--- config.mk ---
export PLATFORM = sky130hd
export DESIGN_NAME = searchable_deque
export DESIGN_NICKNAME = d
export VERILOG_FILES = /design/src/hw/rtl/sdq_pkg.sv /design/src/hw/rtl/sdq_cell.sv /design/src/hw/rtl/sdq_chunk.sv /design/src/hw/rtl/searchable_deque.sv
export SDC_FILE = /design/constraint.sdc
export NUM_CORES = 2
export LEC_CHECK = 0
export BUFFER_PORTS_ARGS = -buffer_cell sky130_fd_sc_hd__clkbuf_2
export CORE_UTILIZATION = 40
export CTS_BUF_LIST = sky130_fd_sc_hd__clkbuf_8
export CTS_CLUSTER_SIZE = 16
export DETAILED_ROUTE_END_ITERATION = 16
export SKIP_LAST_GASP = 1
export SLEW_MARGIN = 10
export SYNTH_ARGS = -nofsm -noshare
export SYNTH_HDL_FRONTEND = slang
export SYNTH_SLANG_ARGS = --single-unit
--- constraint.sdc ---
create_clock -name i_clk -period 5.63 [get_ports i_clk]
set_input_delay 1.126 -clock i_clk [delete_from_list [all_inputs] [get_ports i_clk]]
set_output_delay 1.126 -clock i_clk [all_outputs]
set_load 0.005 [all_outputs]
--- src/hw/rtl/sdq_pkg.sv ---
// Shared types, codes and sizing constants for the searchable deque.
package sdq_pkg;

    localparam int DEPTH_DEF = 16;
    localparam int CHUNK     = 16;
    localparam int CHUNK_IW  = 4;
    localparam int WORD_W    = 32;

    localparam logic [2:0] MODE_PUSH_FRONT = 3'd0;
    localparam logic [2:0] MODE_POP_FRONT  = 3'd1;
    localparam logic [2:0] MODE_PUSH_BACK  = 3'd2;
    localparam logic [2:0] MODE_POP_BACK   = 3'd3;
    localparam logic [2:0] MODE_FIND       = 3'd4;
    localparam logic [2:0] MODE_SIZE       = 3'd5;

    localparam logic [1:0] ST_OK    = 2'd0;
    localparam logic [1:0] ST_FULL  = 2'd1;
    localparam logic [1:0] ST_EMPTY = 2'd2;

    typedef struct packed {
        logic [2:0]         mode;
        logic signed [31:0] value;
    } t_cmd;

    typedef struct packed {
        logic signed [31:0] data;
        logic               found;
        logic [3:0]         position;
        logic [4:0]         count;
        logic [1:0]         status;
    } t_rsp;

    typedef struct packed {
        logic shift_up;
        logic shift_down;
        logic append;
    } t_cell_ctl;

endpackage

--- src/hw/rtl/sdq_cell.sv ---
// One storage cell of the deque chain: holds one word, shifts with its neighbors.
module sdq_cell #(
    parameter int INDEX = 0,
    parameter int CW    = 5
) (
    input  logic                        i_clk,
    input  sdq_pkg::t_cell_ctl          i_ctl,
    input  logic [sdq_pkg::WORD_W-1:0]  i_key,
    input  logic [sdq_pkg::WORD_W-1:0]  i_left,
    input  logic [sdq_pkg::WORD_W-1:0]  i_right,
    input  logic [CW-1:0]               i_count,
    output logic [sdq_pkg::WORD_W-1:0]  o_data,
    output logic                        o_hit,
    output logic [sdq_pkg::WORD_W-1:0]  o_tail
);

    logic [sdq_pkg::WORD_W-1:0] r_data;
    logic [sdq_pkg::WORD_W-1:0] n_data;
    logic                       occupied;
    logic                       is_tail;

    assign occupied = CW'(INDEX) < i_count;
    assign is_tail  = CW'(INDEX + 1) == i_count;

    always_comb begin
        n_data = r_data;
        if (i_ctl.shift_up) begin
            n_data = i_left;
        end else if (i_ctl.shift_down) begin
            n_data = i_right;
        end else if (i_ctl.append && (CW'(INDEX) == i_count)) begin
            n_data = i_key;
        end
    end

    always_ff @(posedge i_clk) begin
        r_data <= n_data;
    end

    assign o_data = r_data;
    assign o_hit  = occupied && (r_data == i_key);
    assign o_tail = is_tail ? r_data : '0;

endmodule

--- src/hw/rtl/sdq_chunk.sv ---
// First stage of the search tree: lowest hit and tail word over one group of cells.
module sdq_chunk (
    input  logic                                          i_clk,
    input  logic [sdq_pkg::CHUNK-1:0]                     i_hit,
    input  logic [sdq_pkg::CHUNK-1:0][sdq_pkg::WORD_W-1:0] i_tail,
    output logic                                          o_any,
    output logic [sdq_pkg::CHUNK_IW-1:0]                  o_idx,
    output logic [sdq_pkg::WORD_W-1:0]                    o_tail
);

    logic                          r_any;
    logic [sdq_pkg::CHUNK_IW-1:0]  r_idx;
    logic [sdq_pkg::WORD_W-1:0]    r_tail;
    logic [sdq_pkg::CHUNK_IW-1:0]  n_idx;
    logic [sdq_pkg::WORD_W-1:0]    n_tail;

    // lowest set bit wins: scan from the top down
    always_comb begin
        n_idx  = '0;
        n_tail = '0;
        for (int j = sdq_pkg::CHUNK - 1; j >= 0; j--) begin
            if (i_hit[j]) begin
                n_idx = sdq_pkg::CHUNK_IW'(j);
            end
            n_tail = n_tail | i_tail[j];
        end
    end

    always_ff @(posedge i_clk) begin
        r_any  <= |i_hit;
        r_idx  <= n_idx;
        r_tail <= n_tail;
    end

    assign o_any  = r_any;
    assign o_idx  = r_idx;
    assign o_tail = r_tail;

endmodule

--- src/hw/rtl/searchable_deque.sv ---
// Top level of the searchable deque: cell chain, search tree and result register.
//
// Usage:
//   Drive i_cmd (mode, value) and raise start; the transfer happens at the
//   rising edge where start is high and busy is low. Each command gives
//   exactly one result on o_rsp, marked by o_valid for one cycle.
//   Push front/back, pop front, size, the undecoded modes and any pop from an
//   empty list: the result shows in the cycle after the transfer and busy
//   stays low, so one command per cycle is taken while no search is pending.
//   Find and a pop back from a non-empty list: every cell compares or masks
//   its word in the transfer cycle, a group stage per 16 cells registers the
//   lowest hit and the tail word, and a final stage over the groups fills
//   the result register. Busy is high while the group stage holds the search,
//   so no new command is taken until the result register is filled.
//   Contents shift by one cell on each push front / pop front; push
//   back writes the cell at the count, pop back only lowers the count.
//   Reset (synchronous, active low) empties the list and drops any pending
//   result; cell contents are not cleared and are never read before written.
//   The receiver cannot stall: every result is taken in its strobe cycle.
module searchable_deque #(
    parameter int DEPTH = sdq_pkg::DEPTH_DEF
) (
    input  logic          i_clk,
    input  logic          i_rst_n,
    input  logic          start,
    output logic          busy,
    input  sdq_pkg::t_cmd i_cmd,
    output logic          o_valid,
    output sdq_pkg::t_rsp o_rsp
);

    localparam int CW     = $clog2(DEPTH + 1);
    localparam int NCHUNK = (DEPTH + sdq_pkg::CHUNK - 1) / sdq_pkg::CHUNK;
    localparam int PADN   = NCHUNK * sdq_pkg::CHUNK;
    localparam int PPW    = $clog2(PADN);

    logic [CW-1:0]           r_count;
    logic [CW-1:0]           n_count;
    logic                    r_pend;
    logic                    r_pend_find;
    logic                    r_valid;
    sdq_pkg::t_rsp           r_rsp;
    sdq_pkg::t_rsp           n_rsp;
    logic                    n_valid;

    logic                    accept;
    logic                    full;
    logic                    empty;
    logic                    is_pf;
    logic                    is_ppf;
    logic                    is_pb;
    logic                    is_ppb;
    logic                    is_find;
    logic                    defer;
    sdq_pkg::t_cell_ctl      ctl;

    logic [DEPTH-1:0][sdq_pkg::WORD_W-1:0] cell_data;
    logic [PADN-1:0]                       hit_vec;
    logic [PADN-1:0][sdq_pkg::WORD_W-1:0]  tail_vec;

    logic [NCHUNK-1:0]                            grp_any;
    logic [NCHUNK-1:0][sdq_pkg::CHUNK_IW-1:0]     grp_idx;
    logic [NCHUNK-1:0][sdq_pkg::WORD_W-1:0]       grp_tail;

    logic                        tree_found;
    logic [PPW-1:0]              tree_pos;
    logic [sdq_pkg::WORD_W-1:0]  tree_tail;

    // Decode the command
    assign accept  = start && !busy;
    assign full    = r_count == CW'(DEPTH);
    assign empty   = r_count == '0;
    assign is_pf   = i_cmd.mode == sdq_pkg::MODE_PUSH_FRONT;
    assign is_ppf  = i_cmd.mode == sdq_pkg::MODE_POP_FRONT;
    assign is_pb   = i_cmd.mode == sdq_pkg::MODE_PUSH_BACK;
    assign is_ppb  = i_cmd.mode == sdq_pkg::MODE_POP_BACK;
    assign is_find = i_cmd.mode == sdq_pkg::MODE_FIND;

    // Find and a real pop back wait for the search tree
    assign defer = accept && (is_find || (is_ppb && !empty));

    assign ctl.shift_up   = accept && is_pf && !full;
    assign ctl.shift_down = accept && is_ppf && !empty;
    assign ctl.append     = accept && is_pb && !full;

    always_comb begin
        n_count = r_count;
        if (ctl.shift_up || ctl.append) begin
            n_count = r_count + CW'(1);
        end else if (ctl.shift_down || (accept && is_ppb && !empty)) begin
            n_count = r_count - CW'(1);
        end
    end

    // Cell chain: front at cell 0
    for (genvar i = 0; i < DEPTH; i++) begin : g_cell
        logic [sdq_pkg::WORD_W-1:0] left;
        logic [sdq_pkg::WORD_W-1:0] right;

        if (i == 0) begin : g_first
            assign left = i_cmd.value;
        end else begin : g_mid
            assign left = cell_data[i-1];
        end
        if (i == DEPTH - 1) begin : g_last
            assign right = cell_data[i];
        end else begin : g_inner
            assign right = cell_data[i+1];
        end

        sdq_cell #(
            .INDEX (i),
            .CW    (CW)
        ) u_cell (
            .i_clk   (i_clk),
            .i_ctl   (ctl),
            .i_key   (i_cmd.value),
            .i_left  (left),
            .i_right (right),
            .i_count (r_count),
            .o_data  (cell_data[i]),
            .o_hit   (hit_vec[i]),
            .o_tail  (tail_vec[i])
        );
    end

    // Pad the last group with empty slots
    for (genvar i = DEPTH; i < PADN; i++) begin : g_pad
        assign hit_vec[i]  = 1'b0;
        assign tail_vec[i] = '0;
    end

    for (genvar k = 0; k < NCHUNK; k++) begin : g_grp
        sdq_chunk u_chunk (
            .i_clk  (i_clk),
            .i_hit  (hit_vec[k*sdq_pkg::CHUNK +: sdq_pkg::CHUNK]),
            .i_tail (tail_vec[k*sdq_pkg::CHUNK +: sdq_pkg::CHUNK]),
            .o_any  (grp_any[k]),
            .o_idx  (grp_idx[k]),
            .o_tail (grp_tail[k])
        );
    end

    // Final stage: lowest group with a hit, OR of the tail words
    always_comb begin
        tree_found = |grp_any;
        tree_pos   = '0;
        tree_tail  = '0;
        for (int k = NCHUNK - 1; k >= 0; k--) begin
            if (grp_any[k]) begin
                tree_pos = PPW'(k * sdq_pkg::CHUNK) + PPW'(grp_idx[k]);
            end
            tree_tail = tree_tail | grp_tail[k];
        end
    end

    // Result select: the pending search result, else the direct one
    always_comb begin
        n_rsp   = r_rsp;
        n_valid = 1'b0;
        if (r_pend) begin
            n_valid        = 1'b1;
            n_rsp.data     = r_pend_find ? '0 : tree_tail;
            n_rsp.found    = r_pend_find && tree_found;
            n_rsp.position = (r_pend_find && tree_found) ? tree_pos[3:0] : 4'd0;
            n_rsp.count    = 5'(r_count);
            n_rsp.status   = sdq_pkg::ST_OK;
        end else if (accept && !defer) begin
            n_valid        = 1'b1;
            n_rsp.data     = ctl.shift_down ? cell_data[0] : '0;
            n_rsp.found    = 1'b0;
            n_rsp.position = 4'd0;
            n_rsp.count    = 5'(n_count);
            n_rsp.status   = sdq_pkg::ST_OK;
            if ((is_pf || is_pb) && full) begin
                n_rsp.status = sdq_pkg::ST_FULL;
            end else if ((is_ppf || is_ppb) && empty) begin
                n_rsp.status = sdq_pkg::ST_EMPTY;
            end
        end
    end

    always_ff @(posedge i_clk) begin
        if (!i_rst_n) begin
            r_count <= '0;
            r_pend  <= 1'b0;
            r_valid <= 1'b0;
        end else begin
            r_count <= n_count;
            r_pend  <= defer;
            r_valid <= n_valid;
        end
    end

    // Hold the payload; no reset needed
    always_ff @(posedge i_clk) begin
        r_rsp       <= n_rsp;
        r_pend_find <= is_find;
    end

    assign busy    = r_pend;
    assign o_valid = r_valid;
    assign o_rsp   = r_rsp;

`ifndef ASSERT_OFF
    a_busy_one_cycle: assert property (@(posedge i_clk) disable iff (!i_rst_n)
        r_pend |=> !r_pend)
        else $error("busy held for more than one cycle");

    a_pend_gives_result: assert property (@(posedge i_clk) disable iff (!i_rst_n)
        r_pend |=> r_valid)
        else $error("pending search produced no result");

    a_direct_result: assert property (@(posedge i_clk) disable iff (!i_rst_n)
        (accept && !defer) |=> r_valid)
        else $error("transfer produced no result");

    a_count_bound: assert property (@(posedge i_clk) disable iff (!i_rst_n)
        r_count <= CW'(DEPTH))
        else $error("count beyond depth");

    a_full_only_when_full: assert property (@(posedge i_clk) disable iff (!i_rst_n)
        (r_valid && r_rsp.status == sdq_pkg::ST_FULL) |-> (r_count == CW'(DEPTH)))
        else $error("full status while not full");

    a_found_ok: assert property (@(posedge i_clk) disable iff (!i_rst_n)
        (r_valid && r_rsp.found) |-> (r_rsp.status == sdq_pkg::ST_OK))
        else $error("found with non-ok status");
`endif

endmodule

; Word-level counts from Yosys, hierarchy flattened
; Index checks and enable logic that the tools add are counted.
[classes]
reduce_logical = 80
magnitude_cmp = 16
n_mul = 0
muxes = 91
div_mod_pow = 0
shifts = 0
eq_ne = 38
bitwise_logic = 15
addsub = 2
[op_table]
columns = cell, n
row1 = two-way mux 32 bit, 66
row2 = equality test 32 bit, 16
row3 = bitwise OR 32 bit, 15
row4 = two-way mux 44 bit, 2
row5 = logical AND 1 bit, 47
row6 = nonzero test 3 bit, 15
row7 = "equality test 4 x 5 -> 1 bit, first input constant", 8
row8 = "less-than comparator 4 x 5 -> 1 bit, first input constant", 8
row9 = two-way mux 4 bit, 10
row10 = "equality test 3 x 5 -> 1 bit, first input constant", 4
row11 = "less-than comparator 3 x 5 -> 1 bit, first input constant", 4
row12 = OR reduction 16 bit, 1
row13 = two-way mux 3 bit, 4
row14 = "equality test 2 x 5 -> 1 bit, first input constant", 2
row15 = "less-than comparator 1 x 5 -> 1 bit, first input constant", 2
row16 = "less-than comparator 2 x 5 -> 1 bit, first input constant", 2
row17 = two-way mux 5 bit, 2
row18 = two-way mux 2 bit, 4
row19 = OR reduction 8 bit, 1
row20 = "equality test 3 x 2 -> 1 bit, second input constant", 2
row21 = "adder 5 x 1 -> 5 bit, second input constant", 1
row22 = "equality test 1 x 5 -> 1 bit, first input constant", 1
row23 = "equality test 5 bit, first input constant", 1
row24 = "equality test 5 bit, second input constant", 1
row25 = 13 further kinds, 23
[word_totals]
word_cells = 273
reg_bits = 601
out_inout_bits = 46
latch_bits = 0
ram_bits = 0
inputBits = 38
n_memories = 0
mem_bits_ro = 0

; Logic depth before layout (Yosys ltp)
[depth]
word_depth = 17
ltp_mapped = 12
mapped_depth_nobuf = 9

; Cells and area by module
; A second synthesis with hierarchy kept.
[unflattened]
cells_unflattened = 3969
hier_area_um2 = 39950.8
[modules_own_cells]
columns = mod, instances, seq_area_each_um2, cells_per_inst, area_each_um2
row1 = searchable_deque, 1, 1461.4, 164, 2287.2
row2 = sdq_cell at g_cell[15].u_cell, 1, 960.9, 224, 2260.9
row3 = sdq_cell at g_cell[5].u_cell, 1, 960.9, 225, 2253.4
row4 = sdq_cell at g_cell[3].u_cell, 1, 960.9, 226, 2248.4
row5 = sdq_cell at g_cell[0].u_cell, 1, 960.9, 223, 2247.2
row6 = sdq_cell at g_cell[9].u_cell, 1, 960.9, 224, 2245.9
row7 = sdq_cell at g_cell[6].u_cell, 1, 960.9, 223, 2243.4
row8 = sdq_cell at g_cell[10].u_cell, 1, 960.9, 225, 2239.6
row9 = sdq_cell at g_cell[13].u_cell, 1, 960.9, 223, 2237.1
row10 = sdq_cell at g_cell[1].u_cell, 1, 960.9, 221, 2234.6
row11 = sdq_cell at g_cell[4].u_cell, 1, 960.9, 225, 2233.4
row12 = sdq_cell at g_cell[14].u_cell, 1, 960.9, 222, 2229.6
row13 = sdq_cell at g_cell[11].u_cell, 1, 960.9, 223, 2223.4
row14 = sdq_cell at g_cell[7].u_cell, 1, 960.9, 223, 2215.9
row15 = 4 more rows, --, --, --, --

; Worst setup path after synthesis
; Ideal clock, no wire load.
[synth_path]
kind = input to register
from = in i_cmd[32] in the netlist's numbering
to = reg g_cell[0].u_cell.r_data (netlist bit g_cell[0].u_cell.o_data[0]) (enable)
slack_ns = 1.054
setup_time_ns = 0.466
path_buffers = 1
path_stages = 4
required_time_ns = 5.164
t_arrival_ns = 4.111
cell_sequence = nor4_1 clkbuf_1 nand2_1 o21ai_0
[synth_between]
elab_chain_len = 5
word_cells_on_any_way = 11
classes_between = eq/ne (2) / reduce/logical (9)
[synth_rtl]
columns = element, line_no
row1 = from (decl), searchable_deque.sv:27  ; input sdq_pkg::t_cmd i_cmd,
row2 = equality test 3 x 2 -> 1 bit, searchable_deque.sv:75  ; assign is_pb = i_cmd.mode == sdq_pkg::MODE_PUSH_BACK;
row3 = logical AND 1 bit (2 in a row), searchable_deque.sv:84  ; assign ctl.append = accept && is_pb && !full;
row4 = logical AND 1 bit, sdq_cell.sv:31  ; end else if (i_ctl.append && (CW'(INDEX) == i_count)) begin
row5 = nonzero test 3 bit (no line) *, --
row6 = to (signal assigned), sdq_cell.sv:37  ; r_data <= n_data;
row7 = to (decl), sdq_cell.sv:17  ; logic [sdq_pkg::WORD_W-1:0] r_data;
; Every way passes the cells marked *; elsewhere a longest branch is shown, timed or not.
; A chain may end at the register's enable or synchronous reset.

; Final worst setup path
[layout_path]
from = reg r_count[2]
to = reg g_cell[1].u_cell.r_data (netlist bit g_cell[1].u_cell.o_data[22]) (enable)
[layout_between]
elab_chain_len = 5
word_cells_on_any_way = 10
classes_between = eq/ne (2) / reduce/logical (8)
[layout_rtl]
columns = element, line_no
row1 = from (decl), searchable_deque.sv:37  ; logic [CW-1:0] r_count;
row2 = from (signal assigned), searchable_deque.sv:189  ; r_count <= n_count;
row3 = equality test 5 bit, searchable_deque.sv:71  ; assign full = r_count == CW'(DEPTH);
row4 = logical NOT 1 bit, "searchable_deque.sv:82, searchable_deque.sv:84"
row5 = logical AND 1 bit, searchable_deque.sv:84
row6 = logical AND 1 bit, sdq_cell.sv:31
row7 = nonzero test 3 bit (no line) *, --
row8 = to (signal assigned), sdq_cell.sv:37
row9 = to (decl), sdq_cell.sv:17
; Marked as above.

==> impl_metrics.json <==
{
  "synth_mux_area_share_pct": 2.08,
  "synth-simple-area-share_pct": 6.47,
  "cts_buffer_depth": 3,
  "core_area_sq_um": 82600,
  "antenna_found_initial": 19,
  "viasPerCell": 7.66,
  "portBuffers": 83,
  "fp.dieW_microns": 292,
  "root_buffer": "clkbuf_8",
  "route.detailed.drc": 0,
  "hold_violations": 0,
  "drtIter0Drc": 6307,
  "swShare_pct": 30.3,
  "ys.flop_type": "edfxtp_1",
  "p_int_mw": 7.79,
  "powerDensity_nw_per_um2": 301,
  "ys_async_sr_fraction_pct": 0,
  "grt_pass1_vias": 26100,
  "place.gp.congestion": 1.22,
  "worstPathMaxFanout": 27,
  "synth.avg_cell_area_sq_um": 12.8,
  "drv_slew": 0,
  "skew_ps": 55.4,
  "synthCells": 2620,
  "ys_warn_count": 0,
  "required_ps": 6130,
  "rsz0062_at_grt": "no",
  "regToRegSetupSlack_ps": 440,
  "netSwitchingPower_mw": 3.38,
  "peakVddDrop_v": 0.000181,
  "yosysTopAreaCell": "edfxtp_1",
  "synth-xor-area-share_pct": 13.3,
  "fp.dieH_microns": 292,
  "max_slew_margin_pct": 10.7,
  "post_cts_buffers": 0,
  "die-area_sq_um": 85200,
  "ys_types": 54,
  "synth_adder_area_share_pct": 0.186,
  "clock_latency_ps": 800,
  "synth_top_area_share_pct": 49.5,
  "overflow": 0,
  "area_growth_syn_to_layout_pct": 10.3,
  "layout_commonest_cell": "edfxtp_1",
  "drt-pass1-iter-count": 9,
  "cts_made_buffers": 108,
  "synth_top_family_by_area": "compound AO/OA/AOI/OAI gates",
  "ioPinCount": 84,
  "max_freq_mhz": 193,
  "critPathLaunchType": "flip-flop",
  "fin_crit_ps": 5190,
  "path_class": "flip-flop to flip-flop",
  "cap_viol_max_count": 0,
  "num_vias": 28900,
  "finalSetupTns_ps": 0,
  "synth_nets": 2663,
  "clkSlewWorstSetupHoldPaths_ps": 60,
  "synth_compound_area_share_pct": 21.8,
  "cts_resized": 0,
  "hold_buffers": 0,
  "dp.cells": 3564,
  "fill_cells": 7478,
  "worst_slew_pin_slew_ps": 1330,
  "cts.sinks": 601,
  "clock_power_share_pct": 37.8,
  "hold_class": "flip-flop to flip-flop",
  "arrival_ps": 5690,
  "initial_core_util_pct": 40.7,
  "power_frac_seq_pct": 48.1,
  "end_kind": "flip-flop",
  "grt_max_degree": 177,
  "grt_first_pass_wirelength_mm": 230,
  "most-common-layout-cells": "edfxtp_1, a221o_1, xor2_1",
  "setup_viol": 0,
  "grt_usage_pct": 38.9,
  "htreeDepth": 3,
  "final_nets": 2647,
  "run_status": "finished clean",
  "p_leak_nw": 12.6,
  "ant_nets": 0,
  "cts_tree": "done",
  "fin_cells": 3774,
  "routedWlPerCell_microns": 44.9,
  "drive_above_1_share_pct": 15.4,
  "p_comb_share_pct": 14.1,
  "syn_area_sq_um": 33600,
  "synth_edf_count": 554,
  "wl_mm": 169,
  "period_share_pct": 92.1,
  "rows": 105,
  "synth_area_leaders": "edfxtp_1, a221o_1, xor2_1, xnor2_1, a22o_1",
  "ys_seq_area_share_pct": 52.3,
  "ys_seq_elements": 601,
  "dp_hpwl_mm": 116
}
==> metrics by stage <==
stage	worst slack (ps)	utilization [%]	hold WS (ps)	instance area, sq um	power [mW]
2_1_floorplan	1050	-	466	33600	6.21
3_3_place_gp	606	42.2	464	34900	6.94
3_5_place_dp	706	42.2	476	34900	6.95
4_1_cts	633	44.8	491	37100	11.1
5_1_grt	533	44.9	519	37100	11.4
6_report	442	44.9	491	37100	11.2
==> per-layer routing <==
metal,GRT usage [%],wire length [microns],vias to the layer above
li1,-,-,10900
met1,51.8,62600,14300
met2,54.8,68600,3047
met3,12.2,24500,673
met4,24.0,13500,18
met5,0.0567,109,-
==> cell families (layout without fill, tap and decap cells) <==
| kind of cell | after synthesis | count (layout) |
|---|---|---|
| and+or+nand+nor | 360 | 360 |
| buffers and inverters | 298 | 376 |
| adders and majority gates | 5 | 5 |
| muxes | 62 | 62 |
| AOI/OAI and AO/OA | 782 | 782 |
| DFF | 601 | 601 |
| xor gates and xnor gates | 512 | 512 |
| other | 0 | 6 |
==> cell type report <==
| class | count | area, sq um | share of cell area [%] |
|---|---|---|---|
| clock buffer | 131 | 1800 | 4.86 |
| inverter | 10 | 37.5 | 0.101 |
| sequential | 601 | 17600 | 47.4 |
| multi-input combinational | 1721 | 14800 | 40.0 |
| timing repair buffer | 162 | 1100 | 2.96 |
| tap | 1070 | 1340 | 3.61 |
| antenna | 6 | 15.0 | 0.0405 |
| clock inverter | 73 | 368 | 0.992 |
==> synth_stat cells, types with 29 or more instances <==
| library cell | number |
|---|---|
| xnor2_1 | 224 |
| nand3_1 | 34 |
| nor4_1 | 79 |
| xor2_1 | 288 |
| buf_2 | 87 |
| mux2_1 | 31 |
| buf_1 | 29 |
| edfxtp_1 | 554 |
| a22o_1 | 163 |
| dfxtp_1 | 47 |
| a221oi_1 | 129 |
| nand4_1 | 99 |
| mux2_2 | 31 |
| a221o_1 | 448 |
| nand2_1 | 37 |
| clkbuf_1 | 161 |
==> flip-flops by register name, summed over array words and instances, names as in the netlist, 4 cells and up <==
register / cells
g_cell.u_cell.o_data: 512
g_grp.u_chunk.o_idx: 4
g_grp.u_chunk.o_tail: 32
o_rsp: 44
r_count: 5
==> worst max-delay path: stages (launching register included) <==
cell	delay, ps
dfxtp_1	640
nor3_2	1080
nand2_1	400
nand2_1	300
nor2_4	110
nor2_4	960
nand2_2	840
buf_4	480
==> power groups by stage <==
stage,logic (mW),clock network (mW),registers [mW]
floorplan,0.851,0,5.36
global placement,1.49,0,5.45
detailed placement,1.50,0,5.45
CTS,1.51,4.23,5.36
global route,1.58,4.41,5.38
finish,1.58,4.22,5.38
==> final timing paths <==
path | startpoint | to | cells past startpoint
worst max register to register | r_count[2] | g_cell[1].u_cell.o_data[22] | 7
worst min register to register | o_rsp[1] | o_rsp[1] | 1
worst max-delay path | r_count[2] | g_cell[1].u_cell.o_data[22] | 7
worst min-delay path | o_rsp[1] | o_rsp[1] | 1
Power figures use the tool's default switching activity.
